==> src/rtl/core/rhsv_pkg.sv <==
// rhsv_pkg: widths, scale constants and word types shared by the rgb to hsv converter
// no dependencies; every file in rtl/core but rhsv_fifo refers to it by scoped names
`timescale 1ns / 1ps

package rhsv_pkg;

  localparam int CH_W  = 8;   // one color channel
  localparam int VAL_W = 15;  // hue, saturation and value words
  localparam int DVD_W = 23;  // widest dividend, spread * 25600
  localparam int DVS_W = 8;   // divisor, spread or max channel
  localparam int QUO_W = 15;  // quotient bits, one per divider stage

  // hue scale: 60 degrees in 1/64 degree units
  localparam logic [11:0] HUE_SECTOR = 12'd3840;
  // saturation scale: 100 percent in 1/256 percent units
  localparam logic [14:0] SAT_SCALE  = 15'd25600;
  // value scale: 100 * max / 256 percent in 1/256 units is 100 * max
  localparam logic [6:0]  VAL_SCALE  = 7'd100;

  // sector offsets in 1/64 degree
  localparam logic [VAL_W-1:0] BASE_RED   = 15'd0;
  localparam logic [VAL_W-1:0] BASE_GREEN = 15'd7680;
  localparam logic [VAL_W-1:0] BASE_BLUE  = 15'd15360;
  localparam logic [VAL_W-1:0] FULL_TURN  = 15'd23040;

  // classified pixel, handed from the front part to the back part
  typedef struct packed {
    logic [DVD_W-1:0] hue_dvd;
    logic [DVS_W-1:0] hue_dvs;
    logic [DVD_W-1:0] sat_dvd;
    logic [DVS_W-1:0] sat_dvs;
    logic [VAL_W-1:0] hue_base;
    logic             hue_neg;
    logic [VAL_W-1:0] bright;
  } work_t;

  // fields that ride alongside the dividers
  typedef struct packed {
    logic [VAL_W-1:0] hue_base;
    logic             hue_neg;
    logic [VAL_W-1:0] bright;
  } tag_t;

  // finished result word
  typedef struct packed {
    logic [VAL_W-1:0] hue;
    logic [VAL_W-1:0] sat;
    logic [VAL_W-1:0] bright;
  } hsv_t;

endpackage

==> src/rtl/core/rgb_to_hsv_pixel.sv <==
// rgb_to_hsv_pixel: top level of the rgb to hsv pixel converter
// depends on rhsv_pkg, rhsv_fifo, rhsv_front, rhsv_div and rhsv_back
`timescale 1ns / 1ps

// usage
//  - input channel is a queue write port: drive in_red/in_green/in_blue and raise
//    in_push; the word is taken at a clock edge where in_full is low
//  - result channel is a queue read port: while out_empty is low the oldest result
//    sits on out_hue/out_saturation/out_brightness; raise out_pop to take it
//  - hue in 1/64 degree (0..23039), saturation and value in 1/256 percent
//  - front part: one register stage that finds max/min and the hue sector and
//    forms the divider operands, then a short queue (MID_DEPTH words)
//  - back part: two 15-stage restoring dividers, one quotient bit per stage,
//    then the result queue (OUT_DEPTH words)
//  - path: from the accepting edge to out_empty going low, a word passes
//    the front register, the middle queue, the 15 divider stages and the result queue
//  - throughput: one word per cycle, back to back, while out_pop keeps up
//  - receiver stall: words pile up in the result queue, then the divider line
//    freezes, then the middle queue fills, and finally in_full rises
//  - reset (rst_n low, synchronous) empties both queues and the divider line;
//    no stored state survives, every word is converted on its own
module rgb_to_hsv_pixel #(
  parameter int MID_DEPTH = 4,
  parameter int OUT_DEPTH = 2
) (
  input  logic                         clk,
  input  logic                         rst_n,
  input  logic                         in_push,
  output logic                         in_full,
  input  logic [rhsv_pkg::CH_W-1:0]    in_red,
  input  logic [rhsv_pkg::CH_W-1:0]    in_green,
  input  logic [rhsv_pkg::CH_W-1:0]    in_blue,
  output logic                         out_empty,
  input  logic                         out_pop,
  output logic [rhsv_pkg::VAL_W-1:0]   out_hue,
  output logic [rhsv_pkg::VAL_W-1:0]   out_saturation,
  output logic [rhsv_pkg::VAL_W-1:0]   out_brightness
);

  // front to middle queue
  logic            mid_push, mid_full, mid_pop, mid_empty;
  rhsv_pkg::work_t mid_wr_word, mid_rd_word;

  // back to result queue
  logic            res_push, res_full;
  rhsv_pkg::hsv_t  res_wr_word, res_rd_word;

  rhsv_front u_front (
    .clk      (clk),
    .rst_n    (rst_n),
    .in_push  (in_push),
    .in_full  (in_full),
    .in_red   (in_red),
    .in_green (in_green),
    .in_blue  (in_blue),
    .mid_push (mid_push),
    .mid_word (mid_wr_word),
    .mid_full (mid_full)
  );

  // decouples classification from the divider line
  rhsv_fifo #(
    .WIDTH ($bits(rhsv_pkg::work_t)),
    .DEPTH (MID_DEPTH)
  ) u_mid_q (
    .clk   (clk),
    .rst_n (rst_n),
    .push  (mid_push),
    .wdata (mid_wr_word),
    .pop   (mid_pop),
    .rdata (mid_rd_word),
    .full  (mid_full),
    .empty (mid_empty)
  );

  rhsv_back u_back (
    .clk       (clk),
    .rst_n     (rst_n),
    .mid_word  (mid_rd_word),
    .mid_empty (mid_empty),
    .mid_pop   (mid_pop),
    .out_push  (res_push),
    .out_word  (res_wr_word),
    .out_full  (res_full)
  );

  // result queue keeps the divider line running while the receiver hesitates
  rhsv_fifo #(
    .WIDTH ($bits(rhsv_pkg::hsv_t)),
    .DEPTH (OUT_DEPTH)
  ) u_res_q (
    .clk   (clk),
    .rst_n (rst_n),
    .push  (res_push),
    .wdata (res_wr_word),
    .pop   (out_pop),
    .rdata (res_rd_word),
    .full  (res_full),
    .empty (out_empty)
  );

  assign out_hue        = res_rd_word.hue;
  assign out_saturation = res_rd_word.sat;
  assign out_brightness = res_rd_word.bright;

endmodule

==> src/rtl/core/rhsv_fifo.sv <==
// rhsv_fifo: small synchronous queue of register entries
// standalone; used between front and back and on the result side
`timescale 1ns / 1ps

module rhsv_fifo #(
  parameter int WIDTH = 8,
  parameter int DEPTH = 4
) (
  input  logic             clk,
  input  logic             rst_n,
  input  logic             push,
  input  logic [WIDTH-1:0] wdata,
  input  logic             pop,
  output logic [WIDTH-1:0] rdata,
  output logic             full,
  output logic             empty
);

  localparam int AW = (DEPTH > 1) ? $clog2(DEPTH) : 1;
  localparam int CW = $clog2(DEPTH + 1);

  logic [WIDTH-1:0] mem_r [DEPTH];
  logic [AW-1:0]    wr_ptr_r, wr_ptr_nxt;
  logic [AW-1:0]    rd_ptr_r, rd_ptr_nxt;
  logic [CW-1:0]    cnt_r, cnt_nxt;
  logic             do_push, do_pop;

  assign full    = (cnt_r == CW'(DEPTH));
  assign empty   = (cnt_r == '0);
  assign do_push = push && !full;
  assign do_pop  = pop && !empty;
  assign rdata   = mem_r[rd_ptr_r];

  always_comb begin
    wr_ptr_nxt = wr_ptr_r;
    rd_ptr_nxt = rd_ptr_r;
    cnt_nxt    = cnt_r;
    if (do_push) begin
      wr_ptr_nxt = (wr_ptr_r == AW'(DEPTH - 1)) ? '0 : wr_ptr_r + 1'b1;
    end
    if (do_pop) begin
      rd_ptr_nxt = (rd_ptr_r == AW'(DEPTH - 1)) ? '0 : rd_ptr_r + 1'b1;
    end
    case ({do_push, do_pop})
      2'b10:   cnt_nxt = cnt_r + 1'b1;
      2'b01:   cnt_nxt = cnt_r - 1'b1;
      default: cnt_nxt = cnt_r;
    endcase
  end

  always_ff @(posedge clk) begin
    if (!rst_n) begin
      wr_ptr_r <= '0;
      rd_ptr_r <= '0;
      cnt_r    <= '0;
    end else begin
      wr_ptr_r <= wr_ptr_nxt;
      rd_ptr_r <= rd_ptr_nxt;
      cnt_r    <= cnt_nxt;
    end
  end

  always_ff @(posedge clk) begin
    if (do_push) begin
      mem_r[wr_ptr_r] <= wdata;
    end
  end

  a_cnt_bound: assert property (@(posedge clk) disable iff (!rst_n)
    cnt_r <= CW'(DEPTH))
    else $error("fifo count beyond depth");

  a_cnt_track: assert property (@(posedge clk) disable iff (!rst_n)
    (do_push && !do_pop) |=> !empty)
    else $error("fifo empty right after a push");

endmodule

==> src/rtl/core/rhsv_front.sv <==
// rhsv_front: takes pixels, finds max, min and hue sector, builds divider operands
// depends on rhsv_pkg
`timescale 1ns / 1ps

module rhsv_front (
  input  logic                         clk,
  input  logic                         rst_n,
  input  logic                         in_push,
  output logic                         in_full,
  input  logic [rhsv_pkg::CH_W-1:0]    in_red,
  input  logic [rhsv_pkg::CH_W-1:0]    in_green,
  input  logic [rhsv_pkg::CH_W-1:0]    in_blue,
  output logic                         mid_push,
  output rhsv_pkg::work_t              mid_word,
  input  logic                         mid_full
);

  localparam int CH_W  = rhsv_pkg::CH_W;
  localparam int DVD_W = rhsv_pkg::DVD_W;
  localparam int VAL_W = rhsv_pkg::VAL_W;

  logic            fr_vld_r, fr_vld_nxt;
  rhsv_pkg::work_t fr_word_r, fr_word_nxt;
  logic            load;

  logic [CH_W-1:0] mx, mn, d, p, q, x;
  logic            neg;

  assign in_full  = fr_vld_r && mid_full;
  assign load     = in_push && !in_full;
  assign mid_push = fr_vld_r && !mid_full;
  assign mid_word = fr_word_r;

  always_comb begin
    mx = in_red;
    mn = in_red;
    if (in_green > mx) mx = in_green;
    if (in_blue > mx)  mx = in_blue;
    if (in_green < mn) mn = in_green;
    if (in_blue < mn)  mn = in_blue;
    d = mx - mn;

    // red wins ties, then green
    if (in_red == mx) begin
      p = in_green;
      q = in_blue;
      fr_word_nxt.hue_base = rhsv_pkg::BASE_RED;
    end else if (in_green == mx) begin
      p = in_blue;
      q = in_red;
      fr_word_nxt.hue_base = rhsv_pkg::BASE_GREEN;
    end else begin
      p = in_red;
      q = in_green;
      fr_word_nxt.hue_base = rhsv_pkg::BASE_BLUE;
    end
    neg = (p < q);
    x   = neg ? (q - p) : (p - q);
    // negative red sector wraps by a full turn
    if (neg && (in_red == mx)) begin
      fr_word_nxt.hue_base = rhsv_pkg::FULL_TURN;
    end

    fr_word_nxt.hue_neg = neg;
    fr_word_nxt.hue_dvd = DVD_W'(x) * DVD_W'(rhsv_pkg::HUE_SECTOR);
    fr_word_nxt.hue_dvs = (d == '0) ? CH_W'(1) : d;
    fr_word_nxt.sat_dvd = DVD_W'(d) * DVD_W'(rhsv_pkg::SAT_SCALE);
    fr_word_nxt.sat_dvs = (mx == '0) ? CH_W'(1) : mx;
    fr_word_nxt.bright  = VAL_W'(mx) * VAL_W'(rhsv_pkg::VAL_SCALE);

    fr_vld_nxt = load || (fr_vld_r && mid_full);
  end

  always_ff @(posedge clk) begin
    if (!rst_n) begin
      fr_vld_r <= 1'b0;
    end else begin
      fr_vld_r <= fr_vld_nxt;
    end
  end

  always_ff @(posedge clk) begin
    if (load) begin
      fr_word_r <= fr_word_nxt;
    end
  end

endmodule

==> src/rtl/core/rhsv_div.sv <==
// rhsv_div: pipelined restoring divider, one quotient bit per stage
// depends on rhsv_pkg; dividend must stay below divisor * 2^QUO_W
`timescale 1ns / 1ps

module rhsv_div (
  input  logic                         clk,
  input  logic                         en,
  input  logic [rhsv_pkg::DVD_W-1:0]   dividend,
  input  logic [rhsv_pkg::DVS_W-1:0]   divisor,
  output logic [rhsv_pkg::QUO_W-1:0]   quotient,
  output logic                         rem_nz
);

  localparam int DVD_W = rhsv_pkg::DVD_W;
  localparam int DVS_W = rhsv_pkg::DVS_W;
  localparam int QUO_W = rhsv_pkg::QUO_W;

  logic [DVD_W-1:0] rem_r   [QUO_W];
  logic [DVS_W-1:0] dvs_r   [QUO_W];
  logic [QUO_W-1:0] quo_r   [QUO_W];
  logic [DVD_W-1:0] rem_in  [QUO_W];
  logic [DVS_W-1:0] dvs_in  [QUO_W];
  logic [QUO_W-1:0] quo_in  [QUO_W];
  logic [DVD_W-1:0] rem_nxt [QUO_W];
  logic [QUO_W-1:0] quo_nxt [QUO_W];

  for (genvar s = 0; s < QUO_W; s++) begin : g_stage
    localparam int K = QUO_W - 1 - s;  // quotient bit settled here
    logic [DVD_W-1:0] shd;
    logic             ge;

    if (s == 0) begin : g_first
      assign rem_in[s] = dividend;
      assign dvs_in[s] = divisor;
      assign quo_in[s] = '0;
    end else begin : g_next
      assign rem_in[s] = rem_r[s-1];
      assign dvs_in[s] = dvs_r[s-1];
      assign quo_in[s] = quo_r[s-1];
    end

    assign shd        = DVD_W'(dvs_in[s]) << K;
    assign ge         = (rem_in[s] >= shd);
    assign rem_nxt[s] = ge ? (rem_in[s] - shd) : rem_in[s];
    assign quo_nxt[s] = quo_in[s] | (QUO_W'(ge) << K);
  end

  always_ff @(posedge clk) begin
    if (en) begin
      for (int s = 0; s < QUO_W; s++) begin
        rem_r[s] <= rem_nxt[s];
        dvs_r[s] <= dvs_in[s];
        quo_r[s] <= quo_nxt[s];
      end
    end
  end

  assign quotient = quo_r[QUO_W-1];
  assign rem_nz   = |rem_r[QUO_W-1];

endmodule

==> src/rtl/core/rhsv_back.sv <==
// rhsv_back: runs hue and saturation divisions in lockstep and assembles results
// depends on rhsv_pkg and rhsv_div
`timescale 1ns / 1ps

module rhsv_back (
  input  logic            clk,
  input  logic            rst_n,
  input  rhsv_pkg::work_t mid_word,
  input  logic            mid_empty,
  output logic            mid_pop,
  output logic            out_push,
  output rhsv_pkg::hsv_t  out_word,
  input  logic            out_full
);

  localparam int VAL_W = rhsv_pkg::VAL_W;
  localparam int QUO_W = rhsv_pkg::QUO_W;
  localparam int LAST  = QUO_W - 1;

  logic           vld_r [QUO_W];
  rhsv_pkg::tag_t tag_r [QUO_W];
  rhsv_pkg::tag_t tag_in;
  logic           advance;

  logic [QUO_W-1:0] hue_q, sat_q;
  logic             hue_rnz, sat_rnz;
  logic [VAL_W:0]   hue_sum;

  // whole line moves unless a finished word is stuck at the end
  assign advance  = !vld_r[LAST] || !out_full;
  assign mid_pop  = advance && !mid_empty;
  assign out_push = vld_r[LAST] && !out_full;

  assign tag_in.hue_base = mid_word.hue_base;
  assign tag_in.hue_neg  = mid_word.hue_neg;
  assign tag_in.bright   = mid_word.bright;

  rhsv_div u_hue_div (
    .clk      (clk),
    .en       (advance),
    .dividend (mid_word.hue_dvd),
    .divisor  (mid_word.hue_dvs),
    .quotient (hue_q),
    .rem_nz   (hue_rnz)
  );

  rhsv_div u_sat_div (
    .clk      (clk),
    .en       (advance),
    .dividend (mid_word.sat_dvd),
    .divisor  (mid_word.sat_dvs),
    .quotient (sat_q),
    .rem_nz   (sat_rnz)
  );

  always_ff @(posedge clk) begin
    if (!rst_n) begin
      for (int s = 0; s < QUO_W; s++) begin
        vld_r[s] <= 1'b0;
      end
    end else if (advance) begin
      vld_r[0] <= mid_pop;
      for (int s = 1; s < QUO_W; s++) begin
        vld_r[s] <= vld_r[s-1];
      end
    end
  end

  always_ff @(posedge clk) begin
    if (advance) begin
      tag_r[0] <= tag_in;
      for (int s = 1; s < QUO_W; s++) begin
        tag_r[s] <= tag_r[s-1];
      end
    end
  end

  // negative offsets round toward the lower hue: subtract the ceiling
  always_comb begin
    if (tag_r[LAST].hue_neg) begin
      hue_sum = (VAL_W+1)'(tag_r[LAST].hue_base) - (VAL_W+1)'(hue_q)
              - (VAL_W+1)'(hue_rnz);
    end else begin
      hue_sum = (VAL_W+1)'(tag_r[LAST].hue_base) + (VAL_W+1)'(hue_q);
    end
    out_word.hue    = VAL_W'(hue_sum);
    out_word.sat    = VAL_W'(sat_q);
    out_word.bright = tag_r[LAST].bright;
  end

  a_enter: assert property (@(posedge clk) disable iff (!rst_n)
    mid_pop |=> vld_r[0])
    else $error("popped word did not enter the divider line");

  a_hold: assert property (@(posedge clk) disable iff (!rst_n)
    (vld_r[LAST] && out_full) |=> (vld_r[LAST] && $stable(out_word)))
    else $error("stalled result word changed or vanished");

  // full saturation only when spread equals max, which divides exactly
  a_sat_full: assert property (@(posedge clk) disable iff (!rst_n)
    (vld_r[LAST] && (sat_q == rhsv_pkg::SAT_SCALE)) |-> !sat_rnz)
    else $error("full saturation with a nonzero remainder");

endmodule

==> config.mk <==
export PLATFORM = sky130hd
export DESIGN_NAME = rgb_to_hsv_pixel
export DESIGN_NICKNAME = d
export VERILOG_FILES = /design/src/rtl/core/rhsv_pkg.sv /design/src/rtl/core/rgb_to_hsv_pixel.sv /design/src/rtl/core/rhsv_fifo.sv /design/src/rtl/core/rhsv_front.sv /design/src/rtl/core/rhsv_div.sv /design/src/rtl/core/rhsv_back.sv
export SDC_FILE = /design/constraint.sdc
export NUM_CORES = 2
export LEC_CHECK = 0
export ABC_AREA = 1
export BUFFER_PORTS_ARGS = -buffer_cell sky130_fd_sc_hd__buf_2
export CORE_ASPECT_RATIO = 0.5
export CORE_UTILIZATION = 35
export CTS_CLUSTER_SIZE = 28
export DETAILED_ROUTE_END_ITERATION = 16
export PLACE_DENSITY = 0.46
export SYNTH_ARGS = -nofsm -noshare
export SYNTH_HDL_FRONTEND = slang
export SYNTH_HIERARCHICAL = 1
export SYNTH_SLANG_ARGS = --single-unit
==> constraint.sdc <==
create_clock -name clk -period 53.3 [get_ports clk]
set_clock_uncertainty 0.05 [all_clocks]
set_input_delay 7.995 -clock clk [delete_from_list [all_inputs] [get_ports clk]]
set_output_delay 7.995 -clock clk [all_outputs]
set_load 0.005 [all_outputs]
==> flow_metrics.env <==
export IMPL_endpoint_kind="register"
export IMPL_fillers=28090
export IMPL_drt_iter0_drc=3511
export IMPL_utilization=0.3933
export IMPL_fp_dieH_um=384.0
export IMPL_insertion_delay_ps=890
export IMPL_rows=139
export IMPL_setup_violations=0
export IMPL_pre_cts_ws_ps=35380
export IMPL_hp_class="reg -> reg"
export IMPL_nNetsFinal=10150
export IMPL_n_antenna_cell=0
export IMPL_total_power_uw=7994
export IMPL_hold_path_depth=0
export IMPL_post_cts_resized=0
export IMPL_fin_crit_ps=16890
export IMPL_coreArea_sq_um=288700
export IMPL_postCtsSetupRepairBufs=0
export IMPL_cp_arrival_ps=17440
export IMPL_numCtsBuffers=211
export IMPL_via_per_inst=4.533
export IMPL_tightest_slew_ps=1041
export IMPL_cpMostUsedCell="nand2_1"
export IMPL_powerDensity_nw_per_um2=70.39
export IMPL_antenna_found_initial=1
export IMPL_syn2layout_area_growth_pct=11.17
export IMPL_cts_tree="built"
export IMPL_grt_usage=0.1433
export IMPL_overflow=0
export IMPL_dr_pass1_iters=5
export IMPL_drv_slew=0
export IMPL_final_cell_area_sq_um=113600
export IMPL_cpPeakStageDelay_ps=550
export IMPL_dpl_cell_area_sq_um=106600
export IMPL_grt_pass1_wl_um=340700
export IMPL_cts_max_path_buffers=4
export IMPL_totalWireLength_um=215600
export IMPL_num_vias=62090
export IMPL_dp_hpwl_um=152600
export IMPL_io_pin_count=75
export IMPL_start_util=0.3538
export IMPL_drv_cap=0
export IMPL_status="finished clean"
export IMPL_grt_setup_unrepaired="false"
export IMPL_ir_drop_mv=0.03569
export IMPL_rr_worst_depth=16
export IMPL_setup_slack_ps=36410
export IMPL_wl_per_cell_um=15.74
export IMPL_syn_cell_area_sq_um=102100
export IMPL_cp_slowest_cell="fa_1"
export IMPL_cts_root_buffer="clkbuf_16"
export IMPL_route_detailed_drc=0
export IMPL_cts_htree_levels=4
export IMPL_tns_ps=0
export IMPL_syn_avg_cell_area_sq_um=10.77
export IMPL_cp_max_fo=35
export IMPL_clkSinkCount=2148
export IMPL_maxSlewHeadroom=0.3060
export IMPL_grt_max_degree=184
export IMPL_yosys_warnings=6
export IMPL_die_area_sq_um=294100
export IMPL_finalCritPeriodShare=0.3170
export IMPL_gp_congestion=0.8722
export IMPL_fmax_mhz=59.19
export IMPL_postCtsHoldBufs=0
export IMPL_hold_violations=0
export IMPL_worstSetupPathType="in -> reg"
export IMPL_grt_pass1_vias=61170
export IMPL_antenna_left=0
export IMPL_crit_required_ps=53850
export IMPL_p_leak_uw=0.04698
export IMPL_port_buffers=74
export IMPL_worstSetupStartpointType="input pin"
export IMPL_syn_instance_count=9481
export IMPL_clkSlewWorstSetupHoldPaths_ps=60
export IMPL_die_x_um=766.0
export IMPL_drive_gt1_frac=0.06823
[state kept, by name (all words and copies together) (netlist names), 2 cells and up, named ones only]
signal                  cells
u_back/u_sat_div/quo_r    120
u_mid_q/wr_ptr_r            2
u_res_q/mem_r              90
u_mid_q/rd_ptr_r            2
u_mid_q/mem_r             372
u_back/tag_r              465
u_back/u_hue_div/dvs_r    112
u_mid_q/cnt_r               3
u_back/u_hue_div/rem_r    345
u_back/u_sat_div/dvs_r    112
u_back/u_hue_div/quo_r    120
u_front/mid_word           60
u_back/vld_r               15
u_res_q/cnt_r               2
u_back/u_sat_div/rem_r    322
[critical path: cells and delay by family]
family                     cells  cell delay, ps
adders and majority gates      6            2370
AOI/OAI and AO/OA              9            1430
and+or+nand+nor               30            3530
muxes                          1             250
buffers and inverters         10            1360
xor gates and xnor gates       2             470
[final cells by class]
type | instances | area [sq um] | share of cell area
Tap cell | 3877 | 4851 | 0.04272
Multi-Input combinational cell | 5881 | 31770 | 0.2798
Sequential cell | 2148 | 64350 | 0.5667
Inverter | 1306 | 4915 | 0.04328
Timing Repair Buffer | 110 | 715.7 | 0.006303
Clock inverter | 119 | 1443 | 0.01270
Clock buffer | 256 | 5509 | 0.04851
[where the power goes]
part           total, uW  switching [uW]  internal (uW)
registers           3250             393           2850
logic               3220            2070           1150
clock network       1520             647            876
[per-stage QoR]
step	hold WS, ps	std cells
after floorplan	350.3	9512
after global placement	350.2	13320
after detailed placement	354.5	13320
after CTS	289.5	13700
after global routing	304.8	13700
final	300.8	13700
[placed cells by master (no fill, tap or decap), types with 7 or more instances in the layout]
cell type,n
o22ai_1,94
nand2_2,40
clkinv_2,36
edfxtp_1,2132
or2_2,8
mux2_4,40
nor2_2,39
nand4_1,124
nand2_1,2273
inv_2,26
a21o_1,9
a21oi_1,322
conb_1,32
o21a_1,7
buf_2,74
nor3_1,81
inv_1,1277
a21oi_2,21
fa_1,54
o21bai_1,15
xor2_1,153
ha_1,412
clkinvlp_4,12
clkbuf_16,211
nand3_1,485
clkbuf_1,39
xnor2_1,70
bufinv_16,29
o21ai_0,331
buf_4,30
dfxtp_1,13
o21ai_2,7
nand3_2,32
and2_1,11
clkinv_1,32
nor2_4,17
nor2_1,977
nand3b_1,84
o21ai_1,82
[layer usage]
metal  routed length [um]  vias up  global-route usage
met1               107100    28780              0.2024
met4                 5101        0             0.03548
li1                     -    32270                   -
met3                 6493      321             0.02021
met5                    0        -                   0
met2                96890      718              0.2336
[path summary, 6_finish.rpt]
kind | start | end | slack, ps
min reg2reg | u_back/u_hue_div/quo_r[0][115]$_DFFE_PP_ | u_back/u_hue_div/quo_r[1][10]$_DFFE_PP_ | 300
max | in_red[5] | u_front/mid_word[89]$_DFFE_PP_ | 36410
max reg2reg | register | u_back/u_hue_div/rem_r[0][20]$_DFFE_PP_ | 48260
min | u_back/u_hue_div/quo_r[0][115]$_DFFE_PP_ | u_back/u_hue_div/quo_r[1][10]$_DFFE_PP_ | 300
No activity file was read; power rests on OpenSTA's default activity.
